==> config.mk <==
export PLATFORM = sky130hd
export DESIGN_NAME = rnsh_ctrl
export DESIGN_NICKNAME = d
export VERILOG_FILES = /design/src/hdl/rnsh_pkg.sv /design/src/hdl/rnsh_ctrl.sv
export SDC_FILE = /design/constraint.sdc
export NUM_CORES = 1
export LEC_CHECK = 0
export BUFFER_PORTS_ARGS = -buffer_cell sky130_fd_sc_hd__buf_2
export CELL_PAD_IN_SITES_DETAIL_PLACEMENT = 0
export CELL_PAD_IN_SITES_GLOBAL_PLACEMENT = 1
export CORE_MARGIN = 4
export CORE_UTILIZATION = 34
export DETAILED_ROUTE_END_ITERATION = 6
export GPL_TIMING_DRIVEN = 0
export PLACE_DENSITY = 0.92
export SLEW_MARGIN = 20
export SYNTH_ARGS = -nofsm -noshare
export SYNTH_HDL_FRONTEND = slang
export SYNTH_SLANG_ARGS = --single-unit
export TNS_END_PERCENT = 20
==> constraint.sdc <==
create_clock -name clock -period 2.2 [get_ports clock]
set_input_delay 0.44 -clock clock [delete_from_list [all_inputs] [get_ports clock]]
set_output_delay 0.44 -clock clock [all_outputs]
set_load 0.05 [all_outputs]
==> src/hdl/rnsh_pkg.sv <==
// Package for the nearest ray/segment hit block: types, codes and constants
// shared by the interfaces, controller, datapath and top level.
`timescale 1ns / 1ps
package rnsh_pkg;

   localparam int MAX_EDGES_DEF  = 256;
   localparam int COORD_BITS_DEF = 16;
   localparam int IN_W           = 16;
   localparam int END_W          = 24;
   localparam int PARAM_W        = 32;

   localparam logic [1:0] MODE_LOAD  = 2'd0;
   localparam logic [1:0] MODE_CLEAR = 2'd1;
   localparam logic [1:0] MODE_CAST  = 2'd2;

   localparam logic signed [END_W-1:0] END_MAX = 24'sh7FFFFF;
   localparam logic signed [END_W-1:0] END_MIN = 24'sh800000;
   localparam logic [PARAM_W-1:0]      T_ONE   = 32'h0001_0000;

   typedef enum logic [3:0] {
      ST_IDLE,
      ST_CAST_RD,
      ST_CAST_SUB,
      ST_CAST_MUL,
      ST_CAST_NORM,
      ST_CAST_PP,
      ST_CAST_CMP,
      ST_FIN_MUL,
      ST_FIN_LOAD,
      ST_FIN_RUN,
      ST_FIN_STORE,
      ST_FIN_OUT
   } state_type;

   typedef enum logic [1:0] {
      SEL_X,
      SEL_Y,
      SEL_T
   } div_sel_type;

   typedef struct packed {
      logic        load_edge;
      logic        clear_table;
      logic        load_ray;
      logic        rd;
      logic        sub;
      logic        mul;
      logic        norm;
      logic        pp;
      logic        cmp;
      logic        fin_mul;
      logic        fin_load;
      logic        fin_run;
      logic        fin_store;
      logic        out_load;
      div_sel_type sel;
   } cmd_type;

   typedef struct packed {
      logic table_empty;
      logic last_edge;
      logic found;
      logic div_last;
   } status_type;

endpackage

==> src/hdl/rnsh_ctrl.sv <==
// Controller state machine: sequences table updates, the per-edge walk and
// the three final divisions. Depends on rnsh_pkg.
`timescale 1ns / 1ps
module rnsh_ctrl (
   input  logic                   clock,
   input  logic                   reset,
   input  logic                   req_valid,
   input  logic [1:0]             req_mode,
   output logic                   req_ready,
   output logic                   rsp_valid,
   input  logic                   rsp_ready,
   input  rnsh_pkg::status_type   status,
   output rnsh_pkg::cmd_type      cmd
);
   rnsh_pkg::state_type   state_ff, state_in;
   rnsh_pkg::div_sel_type sel_ff, sel_in;
   logic                  rsp_valid_ff, rsp_valid_in;
   logic                  req_take;
   logic                  out_free;

   assign req_ready = (state_ff == rnsh_pkg::ST_IDLE);
   assign req_take  = req_valid && req_ready;
   assign out_free  = !rsp_valid_ff || rsp_ready;
   assign rsp_valid = rsp_valid_ff;

   always_comb begin
      state_in = state_ff;
      case (state_ff)
         rnsh_pkg::ST_IDLE: begin
            if (req_take && req_mode == rnsh_pkg::MODE_CAST) begin
               state_in = status.table_empty ? rnsh_pkg::ST_FIN_OUT : rnsh_pkg::ST_CAST_RD;
            end
         end
         rnsh_pkg::ST_CAST_RD:   state_in = rnsh_pkg::ST_CAST_SUB;
         rnsh_pkg::ST_CAST_SUB:  state_in = rnsh_pkg::ST_CAST_MUL;
         rnsh_pkg::ST_CAST_MUL:  state_in = rnsh_pkg::ST_CAST_NORM;
         rnsh_pkg::ST_CAST_NORM: state_in = rnsh_pkg::ST_CAST_PP;
         rnsh_pkg::ST_CAST_PP:   state_in = rnsh_pkg::ST_CAST_CMP;
         rnsh_pkg::ST_CAST_CMP: begin
            state_in = status.last_edge ? rnsh_pkg::ST_FIN_MUL : rnsh_pkg::ST_CAST_RD;
         end
         rnsh_pkg::ST_FIN_MUL: begin
            state_in = status.found ? rnsh_pkg::ST_FIN_LOAD : rnsh_pkg::ST_FIN_OUT;
         end
         rnsh_pkg::ST_FIN_LOAD:  state_in = rnsh_pkg::ST_FIN_RUN;
         rnsh_pkg::ST_FIN_RUN: begin
            if (status.div_last) begin
               state_in = rnsh_pkg::ST_FIN_STORE;
            end
         end
         rnsh_pkg::ST_FIN_STORE: begin
            state_in = (sel_ff == rnsh_pkg::SEL_T) ? rnsh_pkg::ST_FIN_OUT : rnsh_pkg::ST_FIN_MUL;
         end
         rnsh_pkg::ST_FIN_OUT: begin
            if (out_free) begin
               state_in = rnsh_pkg::ST_IDLE;
            end
         end
         default: state_in = rnsh_pkg::ST_IDLE;
      endcase
   end

   always_comb begin
      cmd             = '0;
      cmd.sel         = sel_ff;
      sel_in          = sel_ff;
      cmd.load_edge   = req_take && req_mode == rnsh_pkg::MODE_LOAD;
      cmd.clear_table = req_take && req_mode == rnsh_pkg::MODE_CLEAR;
      cmd.load_ray    = req_take && req_mode == rnsh_pkg::MODE_CAST;
      case (state_ff)
         rnsh_pkg::ST_IDLE:      sel_in = rnsh_pkg::SEL_X;
         rnsh_pkg::ST_CAST_RD:   cmd.rd = 1'b1;
         rnsh_pkg::ST_CAST_SUB:  cmd.sub = 1'b1;
         rnsh_pkg::ST_CAST_MUL:  cmd.mul = 1'b1;
         rnsh_pkg::ST_CAST_NORM: cmd.norm = 1'b1;
         rnsh_pkg::ST_CAST_PP:   cmd.pp = 1'b1;
         rnsh_pkg::ST_CAST_CMP:  cmd.cmp = 1'b1;
         rnsh_pkg::ST_FIN_MUL:   cmd.fin_mul = 1'b1;
         rnsh_pkg::ST_FIN_LOAD:  cmd.fin_load = 1'b1;
         rnsh_pkg::ST_FIN_RUN:   cmd.fin_run = 1'b1;
         rnsh_pkg::ST_FIN_STORE: begin
            cmd.fin_store = 1'b1;
            case (sel_ff)
               rnsh_pkg::SEL_X: sel_in = rnsh_pkg::SEL_Y;
               rnsh_pkg::SEL_Y: sel_in = rnsh_pkg::SEL_T;
               default:         sel_in = rnsh_pkg::SEL_X;
            endcase
         end
         rnsh_pkg::ST_FIN_OUT:   cmd.out_load = out_free;
         default:                cmd = '0;
      endcase
   end

   always_comb begin
      rsp_valid_in = rsp_valid_ff;
      if (cmd.out_load) begin
         rsp_valid_in = 1'b1;
      end else if (rsp_ready) begin
         rsp_valid_in = 1'b0;
      end
   end

   always_ff @(posedge clock) begin
      if (reset) begin
         state_ff     <= rnsh_pkg::ST_IDLE;
         sel_ff       <= rnsh_pkg::SEL_X;
         rsp_valid_ff <= 1'b0;
      end else begin
         state_ff     <= state_in;
         sel_ff       <= sel_in;
         rsp_valid_ff <= rsp_valid_in;
      end
   end

   a_out_load_shows: assert property (@(posedge clock) disable iff (reset)
      cmd.out_load |=> rsp_valid_ff)
      else $error("result not presented after output load");

   a_div_runs_on: assert property (@(posedge clock) disable iff (reset)
      (state_ff == rnsh_pkg::ST_FIN_RUN && !status.div_last) |=>
      state_ff == rnsh_pkg::ST_FIN_RUN)
      else $error("division left before last step");

   a_out_waits: assert property (@(posedge clock) disable iff (reset)
      (state_ff == rnsh_pkg::ST_FIN_OUT && rsp_valid_ff && !rsp_ready) |=>
      state_ff == rnsh_pkg::ST_FIN_OUT)
      else $error("result overwritten while still pending");
endmodule

==> impl_metrics.json, run 1 <==
{
  "cts_tree": "built",
  "grt_first_pass_wirelength_um": 2740,
  "viasPerCell": 5.31,
  "ys_top_cells_by_area": "dfxtp_1 22%, buf_6 7.1%, a21oi_1 5.5%",
  "globalRouteTotalUtil_pct": 13.6,
  "p_per_area_nw_per_um2": 1350,
  "r2r-start": "state_ff[1]",
  "gr-total-overflow": 0,
  "finalSetupTns_ns": 0,
  "finalMaxSlewViolations": 0,
  "cp-startpoint": "state_ff[2]",
  "clock-sinks": 7,
  "grt_start_max_net_pins": 11,
  "synth_top_cells_by_count": "7 x a21oi_1, 7 x dfxtp_1, 7 x nor2_1",
  "route.vias.total": 701,
  "fp.dieW_um": 51.2,
  "gp_congestion": 0.828,
  "status": "finished clean",
  "synth-seq-area-share_pct": 22.1,
  "p_leak_nw": 0.388,
  "slew_headroom_pct": 73.6,
  "hold_viol_final": 0,
  "ys_async_sr_fraction_pct": 0,
  "drive_gt1_share_pct": 43.0,
  "routed_wl_um": 1770,
  "n_antenna_cell": 0,
  "synth-main-ff-cell": "dfxtp_1",
  "path_clk_slew_ns": 0.05,
  "critical_path.endpoint_type": "primary output",
  "drcViolationCount": 0,
  "synth_cell_types": 38,
  "ir_drop_uv": 554,
  "ant_nets": 0,
  "clockBufferDepth": 2,
  "drv_cap": 0,
  "cp.required_ns": 1.76,
  "hold_start": "reset",
  "wl_per_cell_um": 13.4,
  "fill_cells": 169,
  "cts_resized": 0,
  "cp_cell_sequence": "nor4_2 > and4bb_2 > buf_2",
  "postPlaceCellArea_sq_um": 807,
  "syn_area_sq_um": 634,
  "worstSetupPathType": "flip-flop to primary output",
  "fin_area_sq_um": 833,
  "cts_setup_buffers": 0,
  "drt_iter0_drc": 13,
  "antenna_found_initial": 0,
  "fin_skew_ns": 0.000673,
  "nets": 118,
  "worst-path-max-fanout": 7,
  "setup-violations-final": 0,
  "yosysTopAreaCell": "dfxtp_1",
  "synth-edff-count": 0,
  "layout.cells.non_filler": 132,
  "area.sequential_sq_um": 140,
  "start_kind": "flip-flop",
  "cts_hold_buf": 0,
  "drtPass1Iterations": 5,
  "grt_pass1_vias": 613,
  "yosysWarnings": 0,
  "critical_path_arrival_ns": 1.58,
  "dp.cells": 128,
  "syn2layout_area_growth_pct": 31.4,
  "fmax_mhz": 496,
  "root_buffer": "clkbuf_4",
  "dp_hpwl_um": 1370,
  "hold_path.class": "primary input to flip-flop",
  "cpMaxStageDelayCell": "nor4_2",
  "cts_buffers": 3,
  "crit_path_max_incr_delay_ns": 0.42,
  "synth_cells": 76,
  "num_io_pins": 28,
  "portBuffers": 27,
  "die_y_um": 51.2,
  "yosys_register_bits": 7,
  "multiInputGateArea_sq_um": 428,
  "syn_avg_cell_area_sq_um": 8.35,
  "fin_crit_ns": 2.02,
  "dieArea_sq_um": 2620,
  "final_util_pct": 47.7,
  "insertion_delay_ns": 0.25,
  "cts.htree.levels": 1,
  "core_sq_um": 1750,
  "rsz0062_at_grt": "no",
  "worstMarginPinSlew_ns": 0.390,
  "whs_ns": 0.458,
  "initial_core_util_pct": 36.3,
  "yosysTopAreaCellShare_pct": 22.1,
  "synth_fp_nets": 86,
  "fp-row-count": 15,
  "period_share_pct": 91.7
}
## sequential cells by signal, summed over array words and instances (netlist names)
register / count
state_ff: 4
sel_ff: 2
rsp_valid: 1
## placed cells by master, fill, tap and decap left out, types with 2 or more instances in the layout
master and count:
a21oi_1 7, a2bb2oi_1 2, buf_2 28, buf_6 4, clkbuf_4 3, dfxtp_1 7, inv_1 4, nand2_1 3
nand2b_1 4, nand3b_1 2, nor2_1 7, nor3_1 5, o21ai_0 3
## report_power, final
part	switching [mW]	leakage [nW]	internal, mW
sequential	0.0454	0.0569	0.156
clock	0.0463	0.0150	0.0691
combinational	0.536	0.316	0.275
total	0.628	0.388	0.500
## routing by layer
metal  GRT usage, %  part of all wire [%]
met1           19.0                    47
met2           20.6                    44
met4           5.38                   1.1
met5              0                     0
met3           2.04                   8.1
## final cells by class
type	count	share of cell area, %
multi-input cells	59	51.4
flip-flops and latches	7	16.8
repair buffers	27	16.2
plain buffers	6	6.91
well taps	25	3.75
clock buffers	4	3.15
inverters	4	1.80
## through the flow
step | setup slack, ns | power, mW
CTS | 0.183 | 1.13
detailed placement | 0.451 | 1.01
floorplan | -0.335 | 0.844
global placement | 0.484 | 0.994
finish | 0.183 | 1.13
global route | 0.139 | 1.19
## cells by family (layout without fill, tap and decap cells)
kind of cell | Yosys count | after routing | share of synthesized area [%]
AOI/OAI and AO/OA | 23 | 23 | 27.2
and+or+nand+nor | 35 | 35 | 37.7
buffers and inverters | 10 | 41 | 11.4
muxes | 1 | 1 | 1.58
DFF | 7 | 7 | 22.1
## worst paths after layout
| path | depth (start not counted) | slack, ns | endpoint |
|---|---|---|---|
| setup / recovery | 3 | 0.18 | cmd[15] |
| hold / removal | 2 | 0.46 | state_ff[1] |
| setup reg to reg | 5 | 0.83 | state_ff[3] |
| hold reg to reg | 2 | 0.59 | rsp_valid |
## critical path, delay by kind of cell (launching register included)
| kind | cells | cell delay, ns |
|---|---|---|
| buffers and inverters | 1 | 0.26 |
| flip-flops | 1 | 0.38 |
| AND/OR/NAND/NOR | 2 | 0.69 |
(Power assumes the default switching activity.)
==> run 2, diff against run 1 <==
--- a/constraint.sdc
+++ b/constraint.sdc
@@ -3,2 +3,2 @@
 set_output_delay 0.44 -clock clock [all_outputs]
-set_load 0.05 [all_outputs]
+set_load 0.1 [all_outputs]
==> run 2 against run 1 <==
  * Core utilization is 3.6 points higher
  * Maximum frequency fell by 4.7%
  * Critical path depth up 1
  * Via count stayed put
  * First-iteration DRC count decreased by 15%
  * Clock power hardly changed
  * Non-clock buffer count is the same
  * Global-route usage up 0.65 points
  * Sequential share of layout area decreased by 1.2 points
  * Register-to-register slack worse by 0.03 ns
  * Largest cell class unchanged
==> impl_metrics.json, run 2 (synthesis gave the netlist of run 1 again) <==
{
  "cpMaxStageDelayCell": "dfxtp_1",
  "fp-row-count": 15,
  "r2r-start": "state_ff[0]",
  "finalSetupTns_ns": 0,
  "slew_headroom_pct": 67.6,
  "viasPerCell": 5.31,
  "crit_path_max_incr_delay_ns": 0.51,
  "grt_pass1_vias": 654,
  "worstSetupPathType": "flip-flop to primary output",
  "status": "finished clean",
  "fin_skew_ns": 0.00653,
  "globalRouteTotalUtil_pct": 14.2,
  "cts_tree": "built",
  "wl_per_cell_um": 13.1,
  "ir_drop_uv": 650,
  "fmax_mhz": 473,
  "cp.required_ns": 1.76,
  "dp_hpwl_um": 1360,
  "largest_register": "state_ff",
  "drcViolationCount": 0,
  "dieArea_sq_um": 2620,
  "rsz0062_at_grt": "no",
  "finalPower_mw": 1.42,
  "hold_path.class": "primary input to flip-flop",
  "setup-violations-final": 0,
  "worst-path-max-fanout": 10,
  "critical_path.endpoint_type": "primary output",
  "fp.dieW_um": 51.2,
  "cts_buffers": 3,
  "syn2layout_area_growth_pct": 41.2,
  "hold_path_end": "state_ff[1]",
  "power.share.combinational_pct": 77.3,
  "drive_gt1_share_pct": 48.6,
  "ant_nets": 0,
  "initial_core_util_pct": 36.3,
  "seq_power_share_pct": 14.7,
  "power.switching_mw": 0.886,
  "hold_depth": 2,
  "worstMarginPinSlew_ns": 0.489,
  "nets": 118,
  "hold_viol_final": 0,
  "fin_area_sq_um": 896,
  "clockBufferDepth": 2,
  "antenna_found_initial": 0,
  "final_util_pct": 51.3,
  "p_int_mw": 0.534,
  "root_buffer": "clkbuf_4",
  "core_sq_um": 1750,
  "cp_cell_sequence": "buf_6 > nand2_1 > nor2_1 > buf_2",
  "r2r-end": "state_ff[1]",
  "path_clk_slew_ns": 0.05,
  "largest_reg_flops": 4,
  "route.vias.total": 701,
  "start_kind": "flip-flop",
  "area.sequential_sq_um": 140,
  "finalMaxSlewViolations": 0,
  "num_io_pins": 28,
  "reg2regPathDepth": 4,
  "portBuffers": 27,
  "grt_start_max_net_pins": 11,
  "cts.htree.levels": 1,
  "hold_start": "reset",
  "period_share_pct": 96.2,
  "gp_congestion": 0.790,
  "drv_cap": 0,
  "insertion_delay_ns": 0.25,
  "grt_first_pass_wirelength_um": 2890,
  "mostFrequentLayoutCells": "23 x buf_2, 8 x clkbuf_4, 7 x nor2_1, 7 x a21oi_1, 7 x dfxtp_1",
  "ff2ff_setup_slack_ns": 0.80,
  "fin_crit_ns": 2.12,
  "fill_cells": 177,
  "die_y_um": 51.2,
  "critical_path_arrival_ns": 1.68,
  "clock-sinks": 7,
  "multiInputGateArea_sq_um": 478,
  "postPlaceCellArea_sq_um": 857,
  "drtPass1Iterations": 4,
  "drt_iter0_drc": 11,
  "n_antenna_cell": 0,
  "gr-total-overflow": 0,
  "swShare_pct": 62.4,
  "p_per_area_nw_per_um2": 1580,
  "final_common_cell": "buf_2",
  "p_leak_nw": 0.413,
  "p_clk_share_pct": 8.1,
  "routed_wl_um": 1720
}
run 2: cell count changes in the layout (fill, tap and decap cells not counted), sizes merged:
cell    before  now
buf         33   28
clkbuf       4    9
run 2: area by class of cell:
type	instances	area share, %
multi-input combinational	59	53.4
timing repair buffer	27	16.5
sequential	7	15.6
buffer	6	6.42
tap	25	3.49
clock buffer	4	2.93
inverter	4	1.68
run 2: through the flow:
stage                     hold WS, ns  setup slack [ns]  std cells
after floorplan                 0.505            -0.476         76
after global placement          0.558             0.281        128
after detailed placement        0.575             0.255        128
after CTS                       0.438            0.0215        132
after global routing            0.456            0.0107        132
final                           0.442            0.0840        132
run 2: worst max path at each step:
stage	start	slack [ns]	to
global route	state_ff[0]	0.01	cmd[6]
CTS	state_ff[0]	0.02	cmd[2]
global placement	req_mode[0]	0.28	cmd[13]
floorplan	state_ff[1]	-0.48	cmd[14]
finish	state_ff[0]	0.08	cmd[6]
detailed placement	req_mode[0]	0.26	cmd[13]
run 2: power by group through the flow:
| stage | clock, mW | sequential, mW | combinational, mW |
|---|---|---|---|
| floorplan | 0 | 0.202 | 0.942 |
| global placement | 0 | 0.209 | 1.08 |
| detailed placement | 0 | 0.209 | 1.09 |
| CTS | 0.120 | 0.207 | 1.10 |
| global route | 0.125 | 0.213 | 1.15 |
| finish | 0.114 | 0.208 | 1.10 |
run 2: repair_timing:
| action | CTS | global route |
|---|---|---|
| setup buffers | 0 | 0 |
| hold buffers | 0 | 0 |
| endpoints found under the setup margin | 0 | 5 |
| resized for setup | 0 | 5 |
run 2: worst max-delay path: cells and delay by family (launching register included):
family	cells	cell delay, ns
simple gates	2	0.24
buf+inv	2	0.66
flops	1	0.51
run 2: layer usage:
metal,vias up,track usage [%],part of all wire (%)
met1,327,18.6,46
met5,-,0,0
met4,0,6.73,0.46
li1,350,-,-
met2,22,22.7,47
met3,2,2.04,5.6
